**config.mk**
```make
export PLATFORM = sky130hd
export DESIGN_NAME = canonical_kmer_encoder
export DESIGN_NICKNAME = d
export VERILOG_FILES = /design/src/design/kme_pkg.sv /design/src/design/kme_cfg.sv /design/src/design/kme_pack.sv /design/src/design/kme_window.sv /design/src/design/canonical_kmer_encoder.sv
export VERILOG_INCLUDE_DIRS = /design/src /design/src/design
export SDC_FILE = /design/constraint.sdc
export NUM_CORES = 1
export LEC_CHECK = 0
export ABC_AREA = 0
export BUFFER_PORTS_ARGS = -buffer_cell sky130_fd_sc_hd__buf_2
export CAP_MARGIN = 20
export CORE_AREA = 2 2 173 175
export DETAILED_ROUTE_END_ITERATION = 12
export DIE_AREA = 0 0 175 177
export GPL_ROUTABILITY_DRIVEN = 0
export PLACE_DENSITY = 0.79
export SYNTH_ARGS = -nofsm -noshare
export SYNTH_HDL_FRONTEND = slang
export SYNTH_HIERARCHICAL = 1
export SYNTH_SLANG_ARGS = --single-unit
```
**constraint.sdc**
```tcl
create_clock -name aclk -period 15.57 [get_ports aclk]
set_input_delay 0.7785 -clock aclk [delete_from_list [all_inputs] [get_ports aclk]]
set_output_delay 0.7785 -clock aclk [all_outputs]
set_load 0.03 [all_outputs]
```
**src/design/assert_macros.svh**
```systemverilog
// ----------------------------------------------------------------------------
// assert_macros.svh
// Clocked assertion helpers shared by the design files.
// ----------------------------------------------------------------------------
`ifndef ASSERT_MACROS_SVH
`define ASSERT_MACROS_SVH

// same-cycle implication, clocked on aclk, off during reset
`define KME_ASSERT_IMP(label, ante, cons, msg) \
    label: assert property (@(posedge aclk) disable iff (!aresetn) (ante) |-> (cons)) \
        else $error(msg);

// next-cycle implication, clocked on aclk, off during reset
`define KME_ASSERT_NXT(label, ante, cons, msg) \
    label: assert property (@(posedge aclk) disable iff (!aresetn) (ante) |=> (cons)) \
        else $error(msg);

`endif

```
**src/design/kme_pkg.sv**
```systemverilog
// ----------------------------------------------------------------------------
// kme_pkg
// Shared constants, types and the character classifier of the k-mer encoder.
// ----------------------------------------------------------------------------
`timescale 1ns / 1ps

package kme_pkg;

    localparam int MAX_K_DEF  = 31;
    localparam int KSIZE_W    = 5;
    localparam int CHAR_W     = 8;
    localparam int CODE_W     = 61;
    localparam int STATUS_W   = 2;
    localparam int TDATA_S_W  = 8;
    localparam int TDATA_M_W  = 64;
    localparam int APB_ADDR_W = 3;
    localparam int APB_DATA_W = 32;

    typedef enum logic [STATUS_W-1:0] {
        ST_OK       = 2'd0,
        ST_INVALID  = 2'd1,
        ST_BAD_SIZE = 2'd2
    } status_t;

    // character classes: 0..3 base code, then degenerate, then other
    localparam logic [2:0] CLS_DEGEN = 3'd4;
    localparam logic [2:0] CLS_OTHER = 3'd5;

    typedef struct packed {
        logic                valid;
        logic [CODE_W-1:0]   code;
        status_t             status;
    } res_t;

    function automatic logic [2:0] letter_class(input logic [4:0] idx);
        logic [2:0] cls;
        case (idx)
            5'd0:    cls = 3'd0;        // A
            5'd2:    cls = 3'd1;        // C
            5'd6:    cls = 3'd2;        // G
            5'd19:   cls = 3'd3;        // T
            5'd1, 5'd3, 5'd7, 5'd10, 5'd12, 5'd13, 5'd17, 5'd18, 5'd21, 5'd22, 5'd24:
                     cls = CLS_DEGEN;   // B D H K M N R S V W Y
            default: cls = CLS_OTHER;
        endcase
        return cls;
    endfunction

    function automatic logic [2:0] classify(input logic [CHAR_W-1:0] c);
        logic [2:0] cls;
        if (c >= 8'h41 && c <= 8'h5A) begin
            cls = letter_class(5'(c - 8'h41));
        end else if (c >= 8'h61 && c <= 8'h7A) begin
            cls = letter_class(5'(c - 8'h61));
        end else begin
            cls = CLS_OTHER;
        end
        return cls;
    endfunction

endpackage

```
**src/design/kme_cfg.sv**
```systemverilog
// ----------------------------------------------------------------------------
// kme_cfg
// APB register file: k-mer size and degenerate-skip mode.
// ----------------------------------------------------------------------------
`timescale 1ns / 1ps

module kme_cfg #(
    parameter int MAX_K = kme_pkg::MAX_K_DEF
) (
    input  logic                             aclk,
    input  logic                             aresetn,
    input  logic                             psel,
    input  logic                             penable,
    input  logic                             pwrite,
    input  logic [kme_pkg::APB_ADDR_W-1:0]   paddr,
    input  logic [kme_pkg::APB_DATA_W-1:0]   pwdata,
    output logic [kme_pkg::APB_DATA_W-1:0]   prdata,
    output logic                             pready,
    output logic [kme_pkg::KSIZE_W-1:0]      kmer_size,
    output logic                             skip_degenerate
);

    localparam logic REG_KMER_SIZE = 1'b0;
    localparam logic REG_SKIP      = 1'b1;

    logic [kme_pkg::KSIZE_W-1:0] kmer_size_reg;
    logic                        skip_reg;
    logic                        wr_en;

    assign pready = 1'b1;
    assign wr_en  = psel & penable & pwrite;

    always_ff @(posedge aclk) begin
        if (!aresetn) begin
            kmer_size_reg <= kme_pkg::KSIZE_W'(MAX_K);
            skip_reg      <= 1'b0;
        end else if (wr_en) begin
            unique case (paddr[2])
                REG_KMER_SIZE: kmer_size_reg <= pwdata[kme_pkg::KSIZE_W-1:0];
                REG_SKIP:      skip_reg      <= pwdata[0];
            endcase
        end
    end

    always_comb begin
        unique case (paddr[2])
            REG_KMER_SIZE: prdata = kme_pkg::APB_DATA_W'(kmer_size_reg);
            REG_SKIP:      prdata = kme_pkg::APB_DATA_W'(skip_reg);
        endcase
    end

    assign kmer_size       = kmer_size_reg;
    assign skip_degenerate = skip_reg;

endmodule

```
**src/design/kme_pack.sv**
```systemverilog
// ----------------------------------------------------------------------------
// kme_pack
// Canonical code builder: picks strand by middle base, squeezes middle to 1 bit.
// ----------------------------------------------------------------------------
`timescale 1ns / 1ps

module kme_pack #(
    parameter int MAX_K = kme_pkg::MAX_K_DEF
) (
    input  logic [2*MAX_K-1:0]              fwd,
    input  logic [2*MAX_K-1:0]              rev,
    input  logic [kme_pkg::KSIZE_W-1:0]     k,
    output logic [kme_pkg::CODE_W-1:0]      code
);

    localparam int WIN_W = 2 * MAX_K;
    localparam int CW    = 2 * MAX_K - 1;
    localparam int IDX_W = (WIN_W > 1) ? $clog2(WIN_W) : 1;
    localparam int SH_W  = kme_pkg::KSIZE_W + 1;

    logic [WIN_W-1:0] fw;
    logic [WIN_W-1:0] rv;
    logic [WIN_W-1:0] src;
    logic [SH_W-1:0]  rv_sh;
    logic [CW-1:0]    lo_mask;
    logic [CW-1:0]    packed_code;

    always_comb begin
        fw      = fwd & ~({WIN_W{1'b1}} << {k, 1'b0});
        rv_sh   = SH_W'(WIN_W) - {k, 1'b0};
        rv      = rev >> rv_sh;
        // high bit of the middle base set: G or T, take the reverse strand
        src     = fw[IDX_W'(k)] ? rv : fw;
        lo_mask = ~({CW{1'b1}} << k);
        packed_code = (src[CW-1:0] & lo_mask) | (src[WIN_W-1:1] & ~lo_mask);
        code    = kme_pkg::CODE_W'(packed_code);
    end

endmodule

```
**src/design/kme_window.sv**
```systemverilog
// ----------------------------------------------------------------------------
// kme_window
// Sequence state: shift windows, run counters, halt flag and result decision.
// ----------------------------------------------------------------------------
`timescale 1ns / 1ps

`include "assert_macros.svh"

module kme_window #(
    parameter int MAX_K = kme_pkg::MAX_K_DEF
) (
    input  logic                             aclk,
    input  logic                             aresetn,
    input  logic                             fire,
    input  logic [kme_pkg::CHAR_W-1:0]       base_char,
    input  logic                             seq_last,
    input  logic [kme_pkg::KSIZE_W-1:0]      kmer_size,
    input  logic                             skip_degenerate,
    output logic                             bad_size,
    output kme_pkg::res_t                    res
);

    localparam int WIN_W = 2 * MAX_K;
    localparam int CNT_W = $clog2(MAX_K + 1);
    localparam logic [CNT_W-1:0] CNT_MAX = CNT_W'(MAX_K);

    logic [WIN_W-1:0] fwd_reg, fwd_next, fwd_upd;
    logic [WIN_W-1:0] rev_reg, rev_next, rev_upd;
    logic [CNT_W-1:0] fill_reg, fill_next, fill_upd;
    logic [CNT_W-1:0] clean_reg, clean_next, clean_upd;
    logic [CNT_W-1:0] since_reg, since_next, since_upd;
    logic             halted_reg, halted_next;

    logic [2:0]                    cls;
    logic [1:0]                    base_v;
    logic                          full, has_degen, has_bad;
    logic [kme_pkg::CODE_W-1:0]    code;

    function automatic logic [CNT_W-1:0] sat_inc(input logic [CNT_W-1:0] v);
        return (v == CNT_MAX) ? v : v + 1'b1;
    endfunction

    assign bad_size = (kmer_size == '0) || !kmer_size[0]
                   || (kmer_size > kme_pkg::KSIZE_W'(MAX_K));

    always_comb begin
        cls       = kme_pkg::classify(base_char);
        base_v    = cls[2] ? 2'b00 : cls[1:0];
        fwd_upd   = WIN_W'({fwd_reg, base_v});
        rev_upd   = WIN_W'({~base_v, rev_reg} >> 2);
        fill_upd  = sat_inc(fill_reg);
        clean_upd = (cls == kme_pkg::CLS_DEGEN) ? '0 : sat_inc(clean_reg);
        since_upd = (cls == kme_pkg::CLS_OTHER) ? '0 : sat_inc(since_reg);
        full      = kme_pkg::KSIZE_W'(fill_upd) >= kmer_size;
        has_degen = kme_pkg::KSIZE_W'(clean_upd) < kmer_size;
        has_bad   = kme_pkg::KSIZE_W'(since_upd) < kmer_size;
    end

    kme_pack #(.MAX_K(MAX_K)) u_pack (
        .fwd  (fwd_upd),
        .rev  (rev_upd),
        .k    (kmer_size),
        .code (code)
    );

    always_comb begin
        fwd_next    = fwd_reg;
        rev_next    = rev_reg;
        fill_next   = fill_reg;
        clean_next  = clean_reg;
        since_next  = since_reg;
        halted_next = halted_reg;
        res         = '0;
        res.status  = kme_pkg::ST_OK;
        if (fire) begin
            if (!bad_size && !halted_reg) begin
                fwd_next   = fwd_upd;
                rev_next   = rev_upd;
                fill_next  = fill_upd;
                clean_next = clean_upd;
                since_next = since_upd;
                if (full && !(skip_degenerate && has_degen)) begin
                    res.valid = 1'b1;
                    if (has_degen || has_bad) begin
                        res.status  = kme_pkg::ST_INVALID;
                        halted_next = 1'b1;
                    end else begin
                        res.code = code;
                    end
                end
            end
            if (bad_size) begin
                res.valid  = 1'b1;
                res.status = kme_pkg::ST_BAD_SIZE;
            end
            if (bad_size || seq_last) begin
                fwd_next    = '0;
                rev_next    = '0;
                fill_next   = '0;
                clean_next  = '0;
                since_next  = CNT_MAX;
                halted_next = 1'b0;
            end
        end
    end

    always_ff @(posedge aclk) begin
        if (!aresetn) begin
            fwd_reg    <= '0;
            rev_reg    <= '0;
            fill_reg   <= '0;
            clean_reg  <= '0;
            since_reg  <= CNT_MAX;
            halted_reg <= 1'b0;
        end else begin
            fwd_reg    <= fwd_next;
            rev_reg    <= rev_next;
            fill_reg   <= fill_next;
            clean_reg  <= clean_next;
            since_reg  <= since_next;
            halted_reg <= halted_next;
        end
    end

    `KME_ASSERT_IMP(a_halt_after_error, $rose(halted_reg),
        $past(res.valid && res.status == kme_pkg::ST_INVALID), "halt without error result")
    `KME_ASSERT_NXT(a_last_clears, fire && seq_last,
        fill_reg == '0 && !halted_reg && since_reg == CNT_MAX, "sequence end did not clear")

endmodule

```
**src/design/canonical_kmer_encoder.sv**
```systemverilog
// ----------------------------------------------------------------------------
// canonical_kmer_encoder
// Streams ASCII bases in, emits canonical 2k-1 bit k-mer codes and status.
// ----------------------------------------------------------------------------
//  Channel  | Ports        | Contents
//  ---------+--------------+------------------------------------------------
//  input    | s_t*         | tdata: base_char; tlast: seq_last
//  result   | m_t*         | tdata: kmer_code; tuser: status
//  config   | APB p*       | 0x0 kmer_size, 0x4 skip_degenerate
//
//  One character per cycle sustained unless m_tready stalls; each character
//  passes the input register, then sequence state plus result register.
//  Stalls on m_tready propagate back through the input register to s_tready.
//  Synchronous active-low reset; no clearing pass, ready right after reset.
// ----------------------------------------------------------------------------
`timescale 1ns / 1ps

`include "assert_macros.svh"

module canonical_kmer_encoder #(
    parameter int MAX_K = kme_pkg::MAX_K_DEF
) (
    input  logic                             aclk,
    input  logic                             aresetn,
    input  logic                             s_tvalid,
    output logic                             s_tready,
    input  logic [kme_pkg::TDATA_S_W-1:0]    s_tdata,   // [7:0] base_char
    input  logic                             s_tlast,
    output logic                             m_tvalid,
    input  logic                             m_tready,
    output logic [kme_pkg::TDATA_M_W-1:0]    m_tdata,   // [60:0] kmer_code, zero pad
    output logic [kme_pkg::STATUS_W-1:0]     m_tuser,   // [1:0] status
    input  logic                             psel,
    input  logic                             penable,
    input  logic                             pwrite,
    input  logic [kme_pkg::APB_ADDR_W-1:0]   paddr,
    input  logic [kme_pkg::APB_DATA_W-1:0]   pwdata,
    output logic [kme_pkg::APB_DATA_W-1:0]   prdata,
    output logic                             pready
);

    logic [kme_pkg::KSIZE_W-1:0] kmer_size;
    logic                        skip_degenerate;

    logic                         in_valid_reg, in_valid_next;
    logic [kme_pkg::CHAR_W-1:0]   in_char_reg;
    logic                         in_last_reg;
    logic                         out_valid_reg, out_valid_next;
    logic [kme_pkg::CODE_W-1:0]   out_code_reg;
    kme_pkg::status_t             out_status_reg;

    logic           advance, s_xfer, fire, bad_size;
    kme_pkg::res_t  res;

    kme_cfg #(.MAX_K(MAX_K)) u_cfg (
        .aclk            (aclk),
        .aresetn         (aresetn),
        .psel            (psel),
        .penable         (penable),
        .pwrite          (pwrite),
        .paddr           (paddr),
        .pwdata          (pwdata),
        .prdata          (prdata),
        .pready          (pready),
        .kmer_size       (kmer_size),
        .skip_degenerate (skip_degenerate)
    );

    assign advance  = !out_valid_reg || m_tready;
    assign s_tready = !in_valid_reg || advance;
    assign s_xfer   = s_tvalid && s_tready;
    assign fire     = in_valid_reg && advance;

    kme_window #(.MAX_K(MAX_K)) u_window (
        .aclk            (aclk),
        .aresetn         (aresetn),
        .fire            (fire),
        .base_char       (in_char_reg),
        .seq_last        (in_last_reg),
        .kmer_size       (kmer_size),
        .skip_degenerate (skip_degenerate),
        .bad_size        (bad_size),
        .res             (res)
    );

    always_comb begin
        in_valid_next  = s_xfer ? 1'b1 : (advance ? 1'b0 : in_valid_reg);
        out_valid_next = advance ? (fire && res.valid) : out_valid_reg;
    end

    always_ff @(posedge aclk) begin
        if (!aresetn) begin
            in_valid_reg  <= 1'b0;
            out_valid_reg <= 1'b0;
        end else begin
            in_valid_reg  <= in_valid_next;
            out_valid_reg <= out_valid_next;
        end
    end

    always_ff @(posedge aclk) begin
        if (s_xfer) begin
            in_char_reg <= s_tdata[kme_pkg::CHAR_W-1:0];
            in_last_reg <= s_tlast;
        end
        if (fire && res.valid) begin
            out_code_reg   <= res.code;
            out_status_reg <= res.status;
        end
    end

    assign m_tvalid = out_valid_reg;
    assign m_tdata  = kme_pkg::TDATA_M_W'(out_code_reg);
    assign m_tuser  = out_status_reg;

    `KME_ASSERT_NXT(a_bad_size_result, fire && bad_size,
        m_tvalid && m_tuser == kme_pkg::ST_BAD_SIZE, "bad size item gave no status result")
    `KME_ASSERT_IMP(a_error_code_zero, m_tvalid && m_tuser != kme_pkg::ST_OK,
        m_tdata == '0, "error result carries a nonzero code")
    `KME_ASSERT_IMP(a_code_width, m_tvalid && m_tuser == kme_pkg::ST_OK,
        (m_tdata >> ({kmer_size, 1'b0} - 1'b1)) == '0, "code wider than 2k-1 bits")

endmodule
```
== Word level (Yosys, flattened, before mapping) ==
Memories as Yosys holds them, arrays and structs flattened.
Index checks and enable logic that the tools add are counted.

* Register bits after elaboration: 218
* Bits in read-only memories: 192
* Input bits: 51
* Output and inout port bits: 101
* Memories kept: 2

{| class="wikitable"
|+ Memories
! memory !! depth !! width !! read ports !! clocked after Yosys merged registers in !! write ports !! RTL line !! source
|-
| (no name shown) || 32 || 3 || 1 || 0 || 0 || kme_pkg.sv:37 || <nowiki>case (idx)</nowiki>
|-
| (no name shown) || 32 || 3 || 1 || 0 || 0 || kme_pkg.sv:37 ||
|}

* Add/subtract/negate cells: 6
* Order comparisons: 9
* Eq/ne operators: 5
* Shift-type cells: 3
* Multiplexer cells: 35
* Bitwise operators: 14
* Reduce and logical (&&, ||, !) cells: 31

{| class="wikitable"
|+ Operator list
! kind !! number
|-
| two-way mux 64 bit || 3
|-
| two-way mux 62 bit || 3
|-
| bitwise AND 61 bit || 2
|-
| NOT 61 bit || 2
|-
| two-way mux 60 bit || 2
|-
| one-hot mux 32 bit (2 select lines) || 1
|-
| bitwise AND 62 bit || 1
|-
| NOT 62 bit || 1
|-
| << shifter 62 x 6 -> 62 bit, first input constant || 1
|-
| right shift 62 x 6 -> 62 bit || 1
|-
| two-way mux 61 bit || 1
|-
| OR 61 bit || 1
|-
| << shifter 61 x 5 -> 61 bit, first input constant || 1
|-
| two-way mux 5 bit || 11
|-
| >= comparator 8 x 7 -> 1 bit, second input constant || 2
|-
| <= comparator 8 x 7 -> 1 bit, second input constant || 2
|-
| adder 5 x 1 -> 5 bit, second input constant || 3
|-
| == test 5 bit, second input constant || 3
|-
| less-than comparator 5 bit || 2
|-
| subtractor 5 x 1 -> 5 bit, second input constant || 2
|-
| two-way mux 1 bit || 9
|-
| logical AND 1 bit || 8
|-
| nonzero test 2 bit || 4
|-
| OR reduction 4 bit || 2
|-
| other kinds (16) || 35
|}

== Depth between registers and ports, before layout ==
* Depth in word-level cells: 17
* Mapped depth: 19

== Hierarchy ==
Netlist, hierarchy kept.

{| class="wikitable"
|+ By module, submodules not included
! module !! instances !! cells each !! area each (um^2)
|-
| kme_window || 1 || 770 || 6597.6
|-
| kme_pack || 1 || 637 || 4918.5
|-
| canonical_kmer_encoder || 1 || 89 || 2301.0
|-
| kme_cfg || 1 || 63 || 545.5
|}

== Worst setup path before layout ==
OpenSTA, ideal clock, no wires.

* Path type: flip-flop to flip-flop
* Start point: register in_char_reg[0] in the netlist's numbering
* End point: register out_status_reg[0] (netlist: m_tuser[0]), enable pin
* Setup time: 0.484 ns
* Arrival time: 6.402 ns
* Required time: 15.086 ns
* Slack: 8.684 ns
* Stages on the path, launching flop included: 19
* Path through: edfxtp_1 inv_1 ha_1 nor3b_2 xnor2_1 mux2i_1 mux2i_4 nor3_4 nor2_1 ha_1 nand2_1 o21ai_0 inv_1 nand2_1 nor3b_1 nor2_1 o21ai_0 nand2_1 nor2_1

{| class="wikitable"
|+ RTL lines
! element !! RTL line !! source
|-
| start: declaration || canonical_kmer_encoder.sv:46 || <nowiki>logic [kme_pkg::CHAR_W-1:0] in_char_reg;</nowiki>
|-
| start signal: assignment || canonical_kmer_encoder.sv:103 || <nowiki>in_char_reg <= s_tdata[kme_pkg::CHAR_W-1:0];</nowiki>
|-
| end signal: assignment || canonical_kmer_encoder.sv:108 || <nowiki>out_status_reg <= res.status;</nowiki>
|-
| end: declaration || canonical_kmer_encoder.sv:50 || <nowiki>kme_pkg::status_t out_status_reg;</nowiki>
|}

==> metrics <==
number of remaining DRC errors=1; top flip-flop cell by instance count after synthesis=sky130_fd_sc_hd__dfxtp_1; arithmetic-cell share of the synthesized area counting full adders, half adders and majority gates=2.00%; GRT Util Overall=23.4%; Routed wire per std cell=18.9 µm; count of boundary I/O pins=152; drt first-iter violations=1541; fraction of registers with async set or reset after synthesis=0%; data arrival time of the critical path=5.88 ns; cell leakage power=5.94 nW; yosys synthesis warning count=6; number of global-route vias before repair=11000; met3 Usage GRT=3.74%; number of flip-flops and latches in the synthesized netlist=216; cell internal pwr=0.894 mW; Setup-failing EPs final=0; critical path startpoint category=flop; switching share of total power=25.7%; crit end category=flop; Most Crowded Layer GR=met2; Worst EP required=15.70 ns; floorplan die height=177 µm; final hold violation count=0; Core Area=29200 µm²; first-pass iteration count of the detailed router=10; worst-case headroom to the max-slew limit=28.2%; Detailed Place HPWL=25.2 mm; outcome=finished with violations; Fin Hold WS=0.427 ns; pin count of the biggest net entering global routing=152; DR vias=12200; minimum period implied by the final worst setup slack=5.74 ns; CTS sink count=216; transition at the pin with the smallest max-transition slack=1.08 ns; initial core utilization=49.1%; met2 routing resource usage after global routing=37.7%; number of buffer cells added on primary ports=91; final sum of negative setup slack=0 ns; HP Class=in -> reg; CTS Root Buffer Type=sky130_fd_sc_hd__clkbuf_16; number of vias per cell after detailed routing=6.20; Post-synth EDFFs=72; nets=1633; final-report max-slew violation count=0; area of the die=31000 µm²; final wirelength=37.3 mm; source-to-sink clock delay at the later pin of the worst-skew pair=0.52 ns; layout cell share with drive strength beyond 1=17.0%; # rows=63; die span in x=175 µm; Setup Slack @ Placement=9.98 ns; final setup skew=0.0239 ns; Unique masters post-synth=86; xor-xnor portion of the synthesized cell area=0.549%; post-synthesis compound-gate area fraction=19.7%; Longest Clk Path Bufs=3; Worst-path clk slew=0.06 ns; Max Freq=174 MHz; wire length of the first global-routing pass=59.2 mm; net switching power figure=0.309 mW; Seq/Total Area, Yosys=35.1%; post-route setup slack=9.83 ns; clock tree from TritonCTS=built; clock group share of total power=41.9%; worst ir drop on vdd=0.0682 mV; growth of design area from synthesis to finish=6.98%; total of hold buffers inserted after clock tree synthesis=0; post-route total power=1.20 mW; Cell Count, Final, Fillers Out=1968; total power divided by cell area=78.3 nW/µm²; RSZ-0062 raised after global routing=no; H-Tree Depth=1; failing checks=design-rule violations; max-capacitance violation count=0; dpl cells=1922; main combinational cell family by area after synthesis=compound AO/OA/AOI/OAI gates; multiplexer share of the synthesized area=17.5%; count of cells resized by post-cts repair=0; initial antenna violation count=1; postcts setup bufs=0; number of flip-flops under the largest register name=61; final worst-path cycle share=36.9%; antenna viol nets, final=0; Inserted Clock Buffers=23; worst-path maximum fanout=63; M1 GR Usage=30.6%; cell count after synthesis=1559; average instance area after synthesis=9.21 µm²; post-synthesis simple-gate area fraction=17.8%; Remaining Overflow, GRT=0; kind of critical path=reg -> reg; relative contribution of sequential cells to total power=48.8%; Combinational Power Share=9.3%; total standard cell area after synthesis=14400 µm²
==> kinds of logic after synthesis <==
group | count (synthesis)
and+or+nand+nor | 509
AOI/OAI and AO/OA | 425
DFF | 216
muxes | 187
buffers and inverters | 187
adders and majority gates | 23
xor gates and xnor gates | 9
other | 3
==> layer usage <==
layer  vias up  part of all wire, %
met5         -                    0
met1      5763                   40
li1       5654                    -
met4         0                  5.5
met3       156                  8.2
met2       625                   46
==> metrics by stage <==
step | utilization, % | area (µm²)
after floorplan | - | 14500
after global placement | 50.0 | 14600
after detailed placement | 50.0 | 14600
after CTS | 52.4 | 15300
after global routing | 52.5 | 15400
final | 52.5 | 15400
==> worst paths after layout <==
path | from | to | slack, ns | cells after the start
worst min-delay path | s_tdata[6] | in_char_reg[6] | 0.43 | 1
worst min register to register | u_window/fill_reg[4] | u_window/fill_reg[4] | 0.50 | 2
worst max register to register | in_char_reg[0] | out_code_reg[50] | 9.83 | 20
worst max-delay path | in_char_reg[0] | out_code_reg[50] | 9.83 | 20
==> placed cells by master (no fill, tap or decap), types with 14 or more instances in the layout <==
cell type	n
sky130_fd_sc_hd__nor2b_1	140
sky130_fd_sc_hd__dfxtp_1	139
sky130_fd_sc_hd__a22oi_1	132
sky130_fd_sc_hd__nand2_1	126
sky130_fd_sc_hd__o21ai_0	123
sky130_fd_sc_hd__nor2_1	122
sky130_fd_sc_hd__mux2i_1	98
sky130_fd_sc_hd__buf_2	90
sky130_fd_sc_hd__edfxtp_1	72
sky130_fd_sc_hd__a21oi_1	54
sky130_fd_sc_hd__mux4_2	45
sky130_fd_sc_hd__mux2_2	39
sky130_fd_sc_hd__nand3_1	39
sky130_fd_sc_hd__conb_1	31
sky130_fd_sc_hd__inv_1	24
sky130_fd_sc_hd__clkbuf_16	23
sky130_fd_sc_hd__ha_1	23
sky130_fd_sc_hd__buf_4	16
sky130_fd_sc_hd__nand2b_1	15
sky130_fd_sc_hd__and2_1	14
==> worst max-delay path, stage by stage, from the launching register on <==
cell,delay [ns]
sky130_fd_sc_hd__edfxtp_1,0.50
sky130_fd_sc_hd__inv_1,0.13
sky130_fd_sc_hd__ha_1,0.25
sky130_fd_sc_hd__nor3b_2,0.18
sky130_fd_sc_hd__xnor2_1,0.51
sky130_fd_sc_hd__mux2i_1,0.40
sky130_fd_sc_hd__mux2i_4,0.17
sky130_fd_sc_hd__nor3_4,0.41
sky130_fd_sc_hd__nor2_1,0.11
sky130_fd_sc_hd__ha_1,0.34
sky130_fd_sc_hd__nand2_1,0.06
sky130_fd_sc_hd__o21ai_0,0.33
sky130_fd_sc_hd__inv_1,0.12
sky130_fd_sc_hd__nand2_1,0.11
sky130_fd_sc_hd__nor3b_2,0.19
sky130_fd_sc_hd__buf_4,0.45
sky130_fd_sc_hd__nor2_1,0.11
sky130_fd_sc_hd__o21ai_0,0.11
sky130_fd_sc_hd__nand2_1,0.14
sky130_fd_sc_hd__nor2_4,0.09
sky130_fd_sc_hd__buf_4,0.57
==> final cells by class <==
| cell class | instances | area, µm² |
|---|---|---|
| Clock buffer | 27 | 591 |
| Antenna cell | 2 | 5.00 |
| Timing Repair Buffer | 108 | 618 |
| Clock inverter | 15 | 96.3 |
| Multi-Input combinational cell | 1184 | 8410 |
| Sequential cell | 216 | 5060 |
| Fill cell | 2603 | 13900 |
| Tap cell | 390 | 488 |
| Inverter | 26 | 97.6 |
==> cells in the mapped netlist, types with 5 or more instances <==
| cell type | n | area, µm² |
|---|---|---|
| sky130_fd_sc_hd__inv_1 | 24 | 90.1 |
| sky130_fd_sc_hd__clkbuf_2 | 6 | 30.0 |
| sky130_fd_sc_hd__and2b_2 | 5 | 43.8 |
| sky130_fd_sc_hd__and2_1 | 14 | 87.6 |
| sky130_fd_sc_hd__a211oi_1 | 5 | 37.5 |
| sky130_fd_sc_hd__a21oi_1 | 54 | 270 |
| sky130_fd_sc_hd__mux4_2 | 45 | 1010 |
| sky130_fd_sc_hd__nand3_1 | 39 | 195 |
| sky130_fd_sc_hd__a21o_1 | 5 | 37.5 |
| sky130_fd_sc_hd__o211ai_1 | 12 | 90.1 |
| sky130_fd_sc_hd__mux2i_1 | 98 | 981 |
| sky130_fd_sc_hd__a31oi_1 | 13 | 81.3 |
| sky130_fd_sc_hd__xnor2_1 | 6 | 52.6 |
| sky130_fd_sc_hd__nor2_1 | 124 | 465 |
| sky130_fd_sc_hd__a32oi_1 | 6 | 52.6 |
| sky130_fd_sc_hd__o21ai_0 | 123 | 616 |
| sky130_fd_sc_hd__buf_6 | 16 | 180 |
| sky130_fd_sc_hd__o21ai_1 | 8 | 40.0 |
| sky130_fd_sc_hd__nand2_1 | 127 | 477 |
| sky130_fd_sc_hd__buf_1 | 7 | 26.3 |
| sky130_fd_sc_hd__clkbuf_1 | 65 | 244 |
| sky130_fd_sc_hd__dfxtp_1 | 144 | 2880 |
| sky130_fd_sc_hd__mux2_2 | 39 | 439 |
| sky130_fd_sc_hd__nor2b_1 | 140 | 876 |
| sky130_fd_sc_hd__o21a_1 | 5 | 37.5 |
| sky130_fd_sc_hd__edfxtp_1 | 72 | 2160 |
| sky130_fd_sc_hd__o221ai_1 | 7 | 61.3 |
| sky130_fd_sc_hd__a22oi_1 | 132 | 991 |
| sky130_fd_sc_hd__nand4_1 | 7 | 43.8 |
| sky130_fd_sc_hd__ha_1 | 23 | 288 |
| sky130_fd_sc_hd__nand2b_1 | 15 | 93.8 |
| sky130_fd_sc_hd__o22ai_1 | 9 | 56.3 |
| sky130_fd_sc_hd__nor3_1 | 12 | 60.1 |
| sky130_fd_sc_hd__buf_2 | 27 | 135 |
| sky130_fd_sc_hd__buf_4 | 38 | 285 |
==> power by group through the flow <==
stage / Combinational [mW] / Sequential [mW] / Clock, mW
CTS: 0.108 / 0.587 / 0.510
global placement: 0.105 / 0.599 / 0
floorplan: 0.0944 / 0.598 / 0
finish: 0.112 / 0.587 / 0.504
global route: 0.119 / 0.588 / 0.534
detailed placement: 0.107 / 0.600 / 0
(Power assumes the default switching activity.)
